<file path="src/hdl/assert_macros.svh">
// Assertion macros for the RTL file that carries checks.
// Depends on a clock named clk and a synchronous active-high reset named rst.
`ifndef ASSERT_MACROS_SVH
`define ASSERT_MACROS_SVH

// Check a property at each rising clock edge, masked while reset is high.
`define ASSERT_CLK(name, prop, msg) \
  name: assert property (@(posedge clk) disable iff (rst) prop) else $error(msg);

// Check a property at each rising clock edge, reset included.
`define ASSERT_CLK_ANY(name, prop, msg) \
  name: assert property (@(posedge clk) prop) else $error(msg);

`endif

</file>
<file path="src/hdl/lse_pkg.sv">
// Shared types, codes and defaults of the LSB stego payload extractor.
// No dependencies; imported by every module of the block except lse_queue.
package lse_pkg;

  // Sizing defaults
  localparam int LSE_MAGIC_MAX    = 8;
  localparam int LSE_TOKEN_DEPTH  = 4;
  localparam int LSE_RESULT_DEPTH = 2;

  // Register reset values
  localparam logic [7:0]  HEADER_BYTES_RST = 8'd54;
  localparam logic [3:0]  MAGIC_LEN_RST    = 4'd1;
  localparam logic [63:0] MAGIC_CHARS_RST  = 64'd0;
  localparam logic [7:0]  EXT_LIMIT_RST    = 8'd16;

  // Configuration register indexes
  localparam logic [1:0] CFG_HEADER_BYTES = 2'd0;
  localparam logic [1:0] CFG_MAGIC_LEN    = 2'd1;
  localparam logic [1:0] CFG_MAGIC_CHARS  = 2'd2;
  localparam logic [1:0] CFG_EXT_LIMIT    = 2'd3;

  // Result kinds
  localparam logic [2:0] KIND_EXT      = 3'd0;
  localparam logic [2:0] KIND_DATA     = 3'd1;
  localparam logic [2:0] KIND_BADMAGIC = 3'd2;
  localparam logic [2:0] KIND_EXTLONG  = 3'd3;
  localparam logic [2:0] KIND_EMPTY    = 3'd4;

  // One classified image byte handed from the front to the back
  typedef struct packed {
    logic restart;  // first byte of a new image
    logic is_bit;   // byte lies past the header and carries a hidden bit
    logic bit_val;  // bit 0 of the byte
  } token_t;

  // One result request
  typedef struct packed {
    logic [7:0] out_byte;
    logic [2:0] out_kind;
    logic       out_last;
  } result_t;

endpackage

</file>
<file path="src/hdl/lse_queue.sv">
// Small first-in first-out queue with a register-array store.
// No package dependencies; used for the token and result queues.
module lse_queue #(
  parameter int WIDTH = 8,
  parameter int DEPTH = 4
) (
  input  logic             clk,
  input  logic             rst,
  input  logic             push,
  input  logic [WIDTH-1:0] wdata,
  input  logic             pop,
  output logic [WIDTH-1:0] rdata,
  output logic             full,
  output logic             empty
);

  localparam int AW = (DEPTH > 1) ? $clog2(DEPTH) : 1;
  localparam int CW = $clog2(DEPTH + 1);
  localparam logic [AW-1:0] LAST_PTR  = AW'(DEPTH - 1);
  localparam logic [CW-1:0] DEPTH_CNT = CW'(DEPTH);

  logic [WIDTH-1:0] mem [DEPTH];
  logic [AW-1:0]    wr_ptr;
  logic [AW-1:0]    rd_ptr;
  logic [CW-1:0]    count;
  logic             do_push;
  logic             do_pop;

  assign full    = (count == DEPTH_CNT);
  assign empty   = (count == '0);
  assign do_push = push && !full;
  assign do_pop  = pop && !empty;
  assign rdata   = mem[rd_ptr];

  // Store the pushed request
  always_ff @(posedge clk) begin
    if (do_push) begin
      mem[wr_ptr] <= wdata;
    end
  end

  // Advance pointers and track the fill level
  always_ff @(posedge clk) begin
    if (rst) begin
      wr_ptr <= '0;
      rd_ptr <= '0;
      count  <= '0;
    end else begin
      if (do_push) begin
        wr_ptr <= (wr_ptr == LAST_PTR) ? '0 : wr_ptr + 1'b1;
      end
      if (do_pop) begin
        rd_ptr <= (rd_ptr == LAST_PTR) ? '0 : rd_ptr + 1'b1;
      end
      if (do_push && !do_pop) begin
        count <= count + 1'b1;
      end else if (do_pop && !do_push) begin
        count <= count - 1'b1;
      end
    end
  end

endmodule

</file>
<file path="src/hdl/lse_front.sv">
// Front end: accepts image bytes, skips the header and classifies each byte.
// Depends on lse_pkg for the token type.
module lse_front import lse_pkg::*; (
  input  logic       clk,
  input  logic       rst,
  input  logic       accept,
  input  logic [7:0] pixel_byte,
  input  logic       start_of_file,
  input  logic [7:0] header_bytes,
  output logic       tok_push,
  output token_t     tok
);

  logic       in_hdr;
  logic [7:0] hdr_count;
  logic       in_hdr_next;
  logic [7:0] hdr_count_next;
  logic       cur_in_hdr;
  logic [7:0] cur_count;
  logic       skip;

  // Restart the header count on a start flag, then test the byte
  always_comb begin
    cur_in_hdr = start_of_file ? 1'b1 : in_hdr;
    cur_count  = start_of_file ? 8'd0 : hdr_count;
    skip       = cur_in_hdr && (cur_count < header_bytes);
    in_hdr_next    = skip;
    hdr_count_next = skip ? cur_count + 8'd1 : cur_count;
  end

  // Forward hidden bits and restarts; drop plain header bytes
  assign tok.restart = start_of_file;
  assign tok.is_bit  = !skip;
  assign tok.bit_val = pixel_byte[0];
  assign tok_push    = accept && (start_of_file || !skip);

  always_ff @(posedge clk) begin
    if (rst) begin
      in_hdr    <= 1'b1;
      hdr_count <= 8'd0;
    end else if (accept) begin
      in_hdr    <= in_hdr_next;
      hdr_count <= hdr_count_next;
    end
  end

endmodule

</file>
<file path="src/hdl/lse_back.sv">
// Back end: gathers hidden bits into words and runs the parse sequence.
// Depends on lse_pkg for token and result types and result kinds.
module lse_back import lse_pkg::*; #(
  parameter int MAGIC_MAX = LSE_MAGIC_MAX
) (
  input  logic        clk,
  input  logic        rst,
  input  logic        tok_valid,
  input  token_t      tok,
  input  logic        res_room,
  input  logic [3:0]  magic_len,
  input  logic [63:0] magic_chars,
  input  logic [7:0]  ext_limit,
  output logic        tok_pop,
  output logic        res_push,
  output result_t     res
);

  localparam int IW = (MAGIC_MAX > 1) ? $clog2(MAGIC_MAX) : 1;
  localparam logic [3:0] MAGIC_MAX_LEN = 4'(MAGIC_MAX);

  localparam logic [2:0] PH_MAGIC   = 3'd0;
  localparam logic [2:0] PH_EXTLEN  = 3'd1;
  localparam logic [2:0] PH_EXT     = 3'd2;
  localparam logic [2:0] PH_DATALEN = 3'd3;
  localparam logic [2:0] PH_DATA    = 3'd4;
  localparam logic [2:0] PH_IDLE    = 3'd5;

  logic [2:0]    phase, phase_next;
  logic [4:0]    bit_count, bit_count_next;
  logic [31:0]   bit_shift, bit_shift_next;
  logic [IW-1:0] magic_index, magic_index_next;
  logic          magic_bad, magic_bad_next;
  logic [31:0]   remaining, remaining_next;

  logic [4:0]  last_bit;
  logic [31:0] word;
  logic [3:0]  mlen;
  logic [7:0]  magic_sel;
  logic        emit;

  assign tok_pop  = tok_valid && res_room;
  assign res_push = tok_pop && emit;

  // Clamp the magic length to the supported range
  always_comb begin
    if (magic_len == 4'd0) begin
      mlen = 4'd1;
    end else if (magic_len > MAGIC_MAX_LEN) begin
      mlen = MAGIC_MAX_LEN;
    end else begin
      mlen = magic_len;
    end
  end

  // Step the parser for one token
  always_comb begin
    phase_next       = phase;
    bit_count_next   = bit_count;
    bit_shift_next   = bit_shift;
    magic_index_next = magic_index;
    magic_bad_next   = magic_bad;
    remaining_next   = remaining;
    emit             = 1'b0;
    res              = '0;

    if (tok.restart) begin
      phase_next       = PH_MAGIC;
      bit_count_next   = 5'd0;
      bit_shift_next   = 32'd0;
      magic_index_next = '0;
      magic_bad_next   = 1'b0;
      remaining_next   = 32'd0;
    end

    last_bit  = (phase_next inside {PH_EXTLEN, PH_DATALEN}) ? 5'd31 : 5'd7;
    word      = {bit_shift_next[30:0], tok.bit_val};
    magic_sel = magic_chars[{magic_index_next, 3'b000} +: 8];

    if (tok.is_bit && (phase_next != PH_IDLE)) begin
      if (bit_count_next != last_bit) begin
        // Keep gathering bits of the current word
        bit_count_next = bit_count_next + 5'd1;
        bit_shift_next = word;
      end else begin
        bit_count_next = 5'd0;
        bit_shift_next = 32'd0;
        case (phase_next)
          PH_MAGIC: begin
            if (word[7:0] != magic_sel) begin
              magic_bad_next = 1'b1;
            end
            if ((4'(magic_index_next) + 4'd1) >= mlen) begin
              magic_index_next = '0;
              if (magic_bad_next) begin
                phase_next   = PH_IDLE;
                emit         = 1'b1;
                res.out_kind = KIND_BADMAGIC;
                res.out_last = 1'b1;
              end else begin
                phase_next = PH_EXTLEN;
              end
            end else begin
              magic_index_next = magic_index_next + 1'b1;
            end
          end
          PH_EXTLEN: begin
            if (word > {24'd0, ext_limit}) begin
              phase_next   = PH_IDLE;
              emit         = 1'b1;
              res.out_kind = KIND_EXTLONG;
              res.out_last = 1'b1;
            end else begin
              remaining_next = word;
              phase_next     = (word == 32'd0) ? PH_DATALEN : PH_EXT;
            end
          end
          PH_EXT: begin
            remaining_next = remaining_next - 32'd1;
            if (remaining_next == 32'd0) begin
              phase_next = PH_DATALEN;
            end
            emit         = 1'b1;
            res.out_byte = word[7:0];
            res.out_kind = KIND_EXT;
          end
          PH_DATALEN: begin
            if (word == 32'd0) begin
              phase_next   = PH_IDLE;
              emit         = 1'b1;
              res.out_kind = KIND_EMPTY;
              res.out_last = 1'b1;
            end else begin
              remaining_next = word;
              phase_next     = PH_DATA;
            end
          end
          PH_DATA: begin
            remaining_next = remaining_next - 32'd1;
            emit           = 1'b1;
            res.out_byte   = word[7:0];
            res.out_kind   = KIND_DATA;
            if (remaining_next == 32'd0) begin
              phase_next   = PH_IDLE;
              res.out_last = 1'b1;
            end
          end
          default: begin
            phase_next = PH_IDLE;
          end
        endcase
      end
    end
  end

  // Commit parser state when a token is taken
  always_ff @(posedge clk) begin
    if (rst) begin
      phase       <= PH_MAGIC;
      bit_count   <= 5'd0;
      bit_shift   <= 32'd0;
      magic_index <= '0;
      magic_bad   <= 1'b0;
      remaining   <= 32'd0;
    end else if (tok_pop) begin
      phase       <= phase_next;
      bit_count   <= bit_count_next;
      bit_shift   <= bit_shift_next;
      magic_index <= magic_index_next;
      magic_bad   <= magic_bad_next;
      remaining   <= remaining_next;
    end
  end

endmodule

</file>
<file path="src/hdl/lsb_stego_payload_extractor.sv">
// LSB stego payload extractor: one image byte per cycle in while not full,
// one result per cycle out while not empty. Each result passes through the token queue
// and the result queue; the parser takes one token per cycle while the result queue has room.
// Reset (rst, synchronous): registers take their defaults, both queues empty, and
// parsing restarts at the header as if a start flag had come.
// Depends on lse_pkg, lse_queue, lse_front, lse_back and assert_macros.svh.
`include "assert_macros.svh"

module lsb_stego_payload_extractor import lse_pkg::*; #(
  parameter int MAGIC_MAX    = LSE_MAGIC_MAX,
  parameter int TOKEN_DEPTH  = LSE_TOKEN_DEPTH,
  parameter int RESULT_DEPTH = LSE_RESULT_DEPTH
) (
  input  logic        clk,
  input  logic        rst,
  input  logic        push,
  output logic        full,
  input  logic [7:0]  pixel_byte,
  input  logic        start_of_file,
  output logic        empty,
  input  logic        pop,
  output logic [7:0]  out_byte,
  output logic [2:0]  out_kind,
  output logic        out_last,
  input  logic        cfg_we,
  input  logic [1:0]  cfg_index,
  input  logic [63:0] cfg_data
);

  logic [7:0]  header_bytes;
  logic [3:0]  magic_len;
  logic [63:0] magic_chars;
  logic [7:0]  ext_limit;

  logic    accept;
  logic    tok_push;
  token_t  tok_in;
  token_t  tok_out;
  logic    tok_full;
  logic    tok_empty;
  logic    tok_pop;
  logic    res_push;
  logic    res_full;
  result_t res_in;
  result_t res_out;

  // Configuration registers
  always_ff @(posedge clk) begin
    if (rst) begin
      header_bytes <= HEADER_BYTES_RST;
      magic_len    <= MAGIC_LEN_RST;
      magic_chars  <= MAGIC_CHARS_RST;
      ext_limit    <= EXT_LIMIT_RST;
    end else if (cfg_we) begin
      case (cfg_index)
        CFG_HEADER_BYTES: header_bytes <= cfg_data[7:0];
        CFG_MAGIC_LEN:    magic_len    <= cfg_data[3:0];
        CFG_MAGIC_CHARS:  magic_chars  <= cfg_data;
        CFG_EXT_LIMIT:    ext_limit    <= cfg_data[7:0];
        default: ;
      endcase
    end
  end

  assign full   = tok_full;
  assign accept = push && !tok_full;

  // Classify incoming bytes
  lse_front u_front (
    .clk          (clk),
    .rst          (rst),
    .accept       (accept),
    .pixel_byte   (pixel_byte),
    .start_of_file(start_of_file),
    .header_bytes (header_bytes),
    .tok_push     (tok_push),
    .tok          (tok_in)
  );

  // Decouple the front from the parser
  lse_queue #(
    .WIDTH($bits(token_t)),
    .DEPTH(TOKEN_DEPTH)
  ) u_tok_queue (
    .clk  (clk),
    .rst  (rst),
    .push (tok_push),
    .wdata(tok_in),
    .pop  (tok_pop),
    .rdata(tok_out),
    .full (tok_full),
    .empty(tok_empty)
  );

  // Parse hidden bits into results
  lse_back #(
    .MAGIC_MAX(MAGIC_MAX)
  ) u_back (
    .clk        (clk),
    .rst        (rst),
    .tok_valid  (!tok_empty),
    .tok        (tok_out),
    .res_room   (!res_full),
    .magic_len  (magic_len),
    .magic_chars(magic_chars),
    .ext_limit  (ext_limit),
    .tok_pop    (tok_pop),
    .res_push   (res_push),
    .res        (res_in)
  );

  // Hold results until the consumer takes them
  lse_queue #(
    .WIDTH($bits(result_t)),
    .DEPTH(RESULT_DEPTH)
  ) u_res_queue (
    .clk  (clk),
    .rst  (rst),
    .push (res_push),
    .wdata(res_in),
    .pop  (pop),
    .rdata(res_out),
    .full (res_full),
    .empty(empty)
  );

  assign out_byte = res_out.out_byte;
  assign out_kind = res_out.out_kind;
  assign out_last = res_out.out_last;

  `ASSERT_CLK_ANY(a_reset_empties, rst |=> empty, "result queue not empty after reset")
  `ASSERT_CLK(a_ext_not_last, (!empty && out_kind == KIND_EXT) |-> !out_last,
              "extension character marked last")
  `ASSERT_CLK(a_status_shape, (!empty && (out_kind == KIND_BADMAGIC ||
              out_kind == KIND_EXTLONG || out_kind == KIND_EMPTY)) |->
              (out_last && out_byte == 8'd0), "status result with data or without last")
  `ASSERT_CLK(a_no_drop, (tok_push && !tok_full) |-> accept,
              "token queued without an accepted byte")

endmodule

</file>
<file path="config.mk">
export PLATFORM = sky130hd
export DESIGN_NAME = lsb_stego_payload_extractor
export DESIGN_NICKNAME = d
export VERILOG_FILES = /design/src/hdl/lse_pkg.sv /design/src/hdl/lse_queue.sv /design/src/hdl/lse_front.sv /design/src/hdl/lse_back.sv /design/src/hdl/lsb_stego_payload_extractor.sv
export VERILOG_INCLUDE_DIRS = /design/src /design/src/hdl
export SDC_FILE = /design/constraint.sdc
export NUM_CORES = 1
export LEC_CHECK = 0
export BUFFER_PORTS_ARGS = -buffer_cell sky130_fd_sc_hd__buf_2
export CAP_MARGIN = 15
export CORE_UTILIZATION = 48
export CTS_CLUSTER_DIAMETER = 120
export DETAILED_ROUTE_END_ITERATION = 12
export PLACE_DENSITY = 0.63
export SETUP_SLACK_MARGIN = 0.05
export SLEW_MARGIN = 20
export SYNTH_ARGS = -nofsm -noshare
export SYNTH_HDL_FRONTEND = slang
export SYNTH_SLANG_ARGS = --single-unit
</file>
<file path="constraint.sdc">
create_clock -name clk -period 12.5 [get_ports clk]
set_input_delay 1.875 -clock clk [delete_from_list [all_inputs] [get_ports clk]]
set_output_delay 1.875 -clock clk [all_outputs]
set_load 0.02 [all_outputs]
</file>
==> out/results.ini, run 1 <==
[setup_path]
cp.buffers_inverters = 2
required_ps = 12940
cpMaxStageDelayCell = dfxtp_1
critical_path_class = flip-flop to flip-flop
path_cells = mux2i_1 > mux2_2 > buf_4 > nand2_1 > inv_1 > ha_1 > a21o_1 > a21o_1 > a221o_1 > o22ai_1 > a21oi_1 > nor2_1 > a31oi_2 > ha_1 > or3_1 > a21oi_1
crit_arrival_ps = 5210
critPathCaptureType = flip-flop
critical_path.top_delay_family = compound AO/OA/AOI/OAI gates
critPathMaxFanout = 44
critPathMaxStageDelay_ps = 450
startpoint_type = flip-flop

[detailed_routing]
wire_per_inst_um = 17.88
dr_total_vias = 10420
dr.first_iter.drc_count = 888
drc = 0
ant_nets = 0
first_pass_iters = 5
drt_wl_total_mm = 31.53
avgViaCountPerCell = 5.905

[finish]
antenna_cells = 0
area_growth_pct = 11.94
nets = 1537
drive_gt1_share_pct = 13.29
fin_cells = 1764
fillCellCount = 2267

[hold_path]
hold_path.class = flip-flop to flip-flop

[floorplanning]
rows = 56
initial_utilization_pct = 49.17
die_w_um = 157.5
die_h_um = 157.5
io_pins = 94
dieArea_um2 = 24810
core_um2 = 23610

[timing]
relSlewSlack_pct = 29.58
fin_crit_ps = 4768
min_period_over_period_pct = 38.14
hold_violations = 0
skew_ps = 33.58
slew_violations = 0
finalSetupViolCount = 0
rsz0062_at_grt = false
max_freq_mhz = 209.7
finalSetupTns_ps = 0
worstMarginPinSlew_ps = 1053

[grt]
busiest_layer = met2
use_met2_pct = 40.33
grt_pass1_wl_mm = 50.89
antenna_found_initial = 0
grtUsageMet3_pct = 3.992
grt.met1_usage_pct = 37.21
grtUsageTotal_pct = 25.90
grt_max_degree = 65
overflow = 0
grt_pass1_vias = 9541

[flow_run]
cap_violations = 0

[power]
ir_drop_mv = 0.1105
power_density_nw_per_um2 = 147.8
report.power.total_mw = 1.921
leakage_nw = 4.876

[logic_synthesis]
async_flop_share_pct = 0
yosysUniqueCellTypes = 89
synth-seq-area-share_pct = 40.69
synthCells = 1393
synth_top_flop_cell = dfxtp_1
ys_warn_count = 0
avgSynthCellArea_um2 = 8.334
syn_nets = 1504
synth_area_um2 = 11610
synth_seq_cells = 218
synth_edf_count = 36

[clock_network]
ctsResizeCount = 0
postCtsHoldBufs = 0
cts_tree = built
cts_made_buffers = 25
htreeDepth = 1
postCtsSetupRepairBufs = 0
clk_pin_slew_worst_paths_ps = 60
cts_root_buf = clkbuf_16
ctsLongestPathBuffers = 3
numClockSinks = 218
clock_latency_ps = 540

[place]
place_congestion = 0.9107
dp_cells = 1718
io_buffers = 86
dp_hpwl_mm = 21.96

[run_status]
outcome = finished, final reports clean

-- cells in the final DEF (no fill, tap or decap), types with 11 or more instances in the layout --
cell type	Yosys	final
a211oi_1	11	11
dfxtp_1	182	182
ha_1	30	30
mux2_2	18	18
inv_1	44	44
nor3_1	31	30
clkbuf_16	0	25
buf_2	20	85
mux2i_1	22	22
and3_1	16	16
a21oi_1	128	128
a22oi_1	44	44
o211ai_1	11	11
nand4_1	14	14
o21ai_1	13	12
edfxtp_1	36	36
nor2b_1	20	20
nand2_1	233	233
o21ai_0	45	45
nor2_1	125	123
buf_4	1	14
nand3_1	28	28
or3_1	12	12
and2_1	14	14
nor4_1	15	15
xnor2_1	18	18
-- stage by stage --
stage / worst slack, ps / util (%) / instance area [um^2] / hold slack [ps]
after floorplan: 7875 / - / 11610 / 432.9
after global placement: 7635 / 51.52 / 12160 / 441.0
after detailed placement: 7619 / 51.52 / 12160 / 447.6
after CTS: 7773 / 55.04 / 13000 / 456.4
after global routing: 7500 / 55.04 / 13000 / 473.2
final: 7732 / 55.04 / 13000 / 453.0
-- final cells by class --
type,count,area [um^2],share of cell area (%)
Tap cell,319,399.1,3.071
Clock buffer,33,679.4,5.228
Inverter,45,168.9,1.300
Clock inverter,13,152.6,1.175
Multi-Input combinational cell,1037,6341,48.79
Timing Repair Buffer,99,530.5,4.082
Sequential cell,218,4725,36.35
-- Yosys cell counts, types with 8 or more instances --
| master | n | area, um^2 |
|---|---|---|
| nor3b_1 | 10 | 75.07 |
| and3_1 | 16 | 100.1 |
| nand4_1 | 14 | 87.58 |
| and2_1 | 14 | 87.58 |
| xor2_1 | 9 | 78.83 |
| clkbuf_1 | 61 | 229.0 |
| o21ai_0 | 45 | 225.2 |
| nand3_1 | 28 | 140.1 |
| nand2b_1 | 10 | 62.56 |
| xnor2_1 | 18 | 157.7 |
| a21o_1 | 8 | 60.06 |
| inv_1 | 44 | 165.2 |
| edfxtp_1 | 36 | 1081 |
| a21oi_1 | 128 | 640.6 |
| o211ai_1 | 11 | 82.58 |
| o21ai_1 | 13 | 65.06 |
| a22oi_1 | 44 | 330.3 |
| nor3_1 | 31 | 155.2 |
| nor4_1 | 15 | 93.84 |
| nor2_1 | 125 | 469.2 |
| o22ai_1 | 8 | 50.05 |
| mux2i_1 | 22 | 220.2 |
| buf_2 | 20 | 100.1 |
| o21a_1 | 10 | 75.07 |
| dfxtp_1 | 182 | 3643 |
| a211oi_1 | 11 | 82.58 |
| a31oi_1 | 8 | 50.05 |
| ha_1 | 30 | 375.4 |
| mux2_2 | 18 | 202.7 |
| or3_1 | 12 | 75.07 |
| nand2_1 | 233 | 874.6 |
| nor2b_1 | 20 | 125.1 |
-- cell families (layout without fill, tap and decap cells) --
group	count (synthesis)	count (layout)	share of synthesized area, %
xor+xnor	27	27	2.037
buf+inv	138	190	4.968
mux	50	50	5.194
fa+ha+maj	31	31	3.406
simple gates	566	566	23.19
compound gates	363	363	20.51
flops	218	218	40.69
-- state kept, by name, indices dropped and copies added, names as in the netlist, 4 cells and up, named ones only --
name,flops
u_tok_queue.mem,12
u_back.bit_shift,31
header_bytes,8
magic_len,4
u_res_queue.mem,24
u_back.remaining,32
u_back.bit_count,5
ext_limit,8
u_front.hdr_count,8
magic_chars,64
-- power by group --
part           switching, mW  leakage (nW)  internal, mW
combinational          0.289          2.68         0.122
sequential            0.0320          1.78         0.741
clock                  0.291         0.408         0.446
-- worst min-delay path, delay by kind of cell (launching register included) --
family	cells	cell delay [ps]
flip-flops	1	310
AND/OR/NAND/NOR	1	50
AO/OA/AOI/OAI	1	50
-- routing by layer --
layer	share of wire, %	wire (um)
met5	0	0
met3	6.9	2182
met1	47	14850
met2	44	13790
met4	2.2	703
-- path summary, 6_finish.rpt --
| kind | cells past startpoint | start | endpoint | slack (ps) |
|---|---|---|---|---|
| max | 16 | flip-flop | u_res_queue.count[1]$_SDFFE_PP0P_ | 7730 |
| min | 2 | magic_chars[28]$_SDFFE_PP0P_ | magic_chars[28]$_SDFFE_PP0P_ | 450 |
| max reg2reg | 16 | flip-flop | u_res_queue.count[1]$_SDFFE_PP0P_ | 7730 |
| min reg2reg | 2 | magic_chars[28]$_SDFFE_PP0P_ | magic_chars[28]$_SDFFE_PP0P_ | 450 |
Power figures use the tool's default switching activity.
==> run 2: changes to the inputs <==
clock period = 4.8 ns   (was 12.5 ns; I/O delays follow)
==> run 2 against run 1 <==
Count of clock-buffer cells in the layout rose by 3. Global-route usage rose by 0.056 points. Power rose to 2.6 times the previous value. Combinational power rose to 2.6 times the previous value. Non-clock buffer count rose by 12. Critical path type unchanged. Critical endpoint unchanged.
==> out/results.ini, run 2 (same netlist as run 1, synthesis figures left out) <==
[run_status]
outcome = finished, final reports clean

[clock_network]
ctsLongestPathBuffers = 3  ; unchanged
postCtsHoldBufs = 0  ; unchanged
clock_latency_ps = 520  ; -20 ps
htreeDepth = 1  ; unchanged
ctsResizeCount = 0  ; unchanged
postCtsSetupRepairBufs = 0  ; unchanged
numClockSinks = 218  ; unchanged
cts_tree = built
cts_made_buffers = 24  ; -4.0%
clk_pin_slew_worst_paths_ps = 60  ; about the same
cts_root_buf = clkbuf_16

[power]
power_density_nw_per_um2 = 377.0  ; +150%
leakage_nw = 4.901  ; +0.53%
ir_drop_mv = 0.2356  ; +110%

[grt]
grtUsageTotal_pct = 25.96  ; +0.056 points
grt_max_degree = 65  ; unchanged
overflow = 0  ; unchanged
grt_pass1_wl_mm = 51.34  ; +0.89%
grt_pass1_vias = 9553  ; +0.13%
antenna_found_initial = 1  ; +1

[floorplanning]
core_um2 = 23610  ; unchanged
dieArea_um2 = 24810  ; unchanged
rows = 56  ; unchanged
initial_utilization_pct = 49.17  ; unchanged
io_pins = 94  ; unchanged
die_w_um = 157.5  ; unchanged
die_h_um = 157.5  ; unchanged

[timing]
max_freq_mhz = 238.0  ; +13%
rsz0062_at_grt = false
finalSetupTns_ps = 0  ; unchanged
worstMarginPinSlew_ps = 931.3  ; -121.9 ps
skew_ps = 7.575  ; -26.01 ps
hold_slack_ps = 433.0  ; -19.96 ps
min_period_over_period_pct = 87.55  ; +49 points
finalSetupViolCount = 0  ; unchanged
relSlewSlack_pct = 37.92  ; +8.3 points
hold_violations = 0  ; unchanged
slew_violations = 0  ; unchanged
fin_crit_ps = 4202  ; -565.3 ps

[finish]
nets = 1548  ; +0.72%
antenna_cells = 0  ; unchanged
area_growth_pct = 12.17
final_common_cell = nand2_1
reg_top3 = magic_chars x64, u_back.remaining x32, u_back.bit_shift x31
drive_gt1_share_pct = 13.71  ; +0.42 points
largest_register = magic_chars
stdcell_area_um2 = 13020  ; +0.20%
layout_common_cells = nand2_1, dfxtp_1, a21oi_1
largest_register_ffs = 64  ; unchanged

[detailed_routing]
avgViaCountPerCell = 5.875  ; -0.51%
drc = 0  ; unchanged
dr.first_iter.drc_count = 816  ; -8.1%
ant_nets = 0  ; unchanged
dr_total_vias = 10400  ; -0.12%
drt_wl_total_mm = 32.00  ; +1.5%
first_pass_iters = 6  ; +1
wire_per_inst_um = 18.07  ; +1.1%

[place]
dpl_cell_area_um2 = 12250  ; +0.73%
io_buffers = 86  ; unchanged
place_congestion = 0.9540  ; +4.8%
dp_hpwl_mm = 22.57  ; +2.8%

[setup_path]
crit_arrival_ps = 4640  ; -570 ps
critPathMaxFanout = 31  ; -30%
required_ps = 5240  ; -7700 ps
critPathCaptureType = flip-flop
critical_path_class = flip-flop to flip-flop
startpoint_type = flip-flop

[hold_path]
hold_path.class = input port to flip-flop

[flow_run]
cap_violations = 0  ; unchanged

-- run 2: final timing paths --
kind	from	to	slack (ps)	depth (start not counted)
worst min register to register	magic_chars[40]$_SDFFE_PP0P_	magic_chars[40]$_SDFFE_PP0P_	450	2
worst max-delay path	flip-flop	u_res_queue.count[1]$_SDFFE_PP0P_	600	12
worst max register to register	flip-flop	u_res_queue.count[1]$_SDFFE_PP0P_	600	12
worst min-delay path	pixel_byte[0]	u_tok_queue.mem[3][0]$_DFFE_PP_	430	1
-- run 2: area by class of cell --
cell class / count / area, um^2
multi-input cells: 1037 / 6327
well taps: 319 / 399.1
flip-flops and latches: 218 / 4725
inverters: 45 / 168.9
repair buffers: 111 / 633.1
clock inverters: 5 / 51.30
clock buffers: 36 / 718.2
fillers: 2219 / 10590
-- run 2: per-stage QoR --
step	utilization [%]	cells	setup slack [ps]	total power, mW
after detailed placement	51.89	1730	610.4	3.119
after floorplan	-	1393	175.3	2.796
after CTS	55.15	1771	600.8	4.936
after global placement	51.89	1730	728.5	3.111
final	55.15	1771	597.6	4.909
after global routing	55.15	1771	407.1	5.129
-- run 2: power breakdown --
group          leakage (nW)  switching (mW)  total (mW)  internal, mW
registers              1.78          0.0831        2.01          1.93
logic                  2.74           0.741        1.08         0.339
clock network         0.384           0.736        1.82          1.08
-- run 2: routing by layer --
| metal | vias up | track usage (%) | wire length [um] |
|---|---|---|---|
| li1 | 5103 | - | - |
| met1 | 4914 | 36.99 | 15300 |
| met2 | 339 | 40.67 | 13990 |
| met3 | 48 | 3.992 | 1937 |
| met4 | 0 | 6.842 | 768 |
| met5 | - | 0 | 0 |
-- run 2: worst max-delay path, stage by stage, from the launching register on --
cell	delay (ps)
dfxtp_1	460
mux4_2	690
buf_4	310
nor2b_1	180
ha_1	210
and3b_1	190
o211a_2	210
nand2_1	180
or3_1	430
a31oi_2	360
ha_1	340
or3_1	390
a21oi_1	170
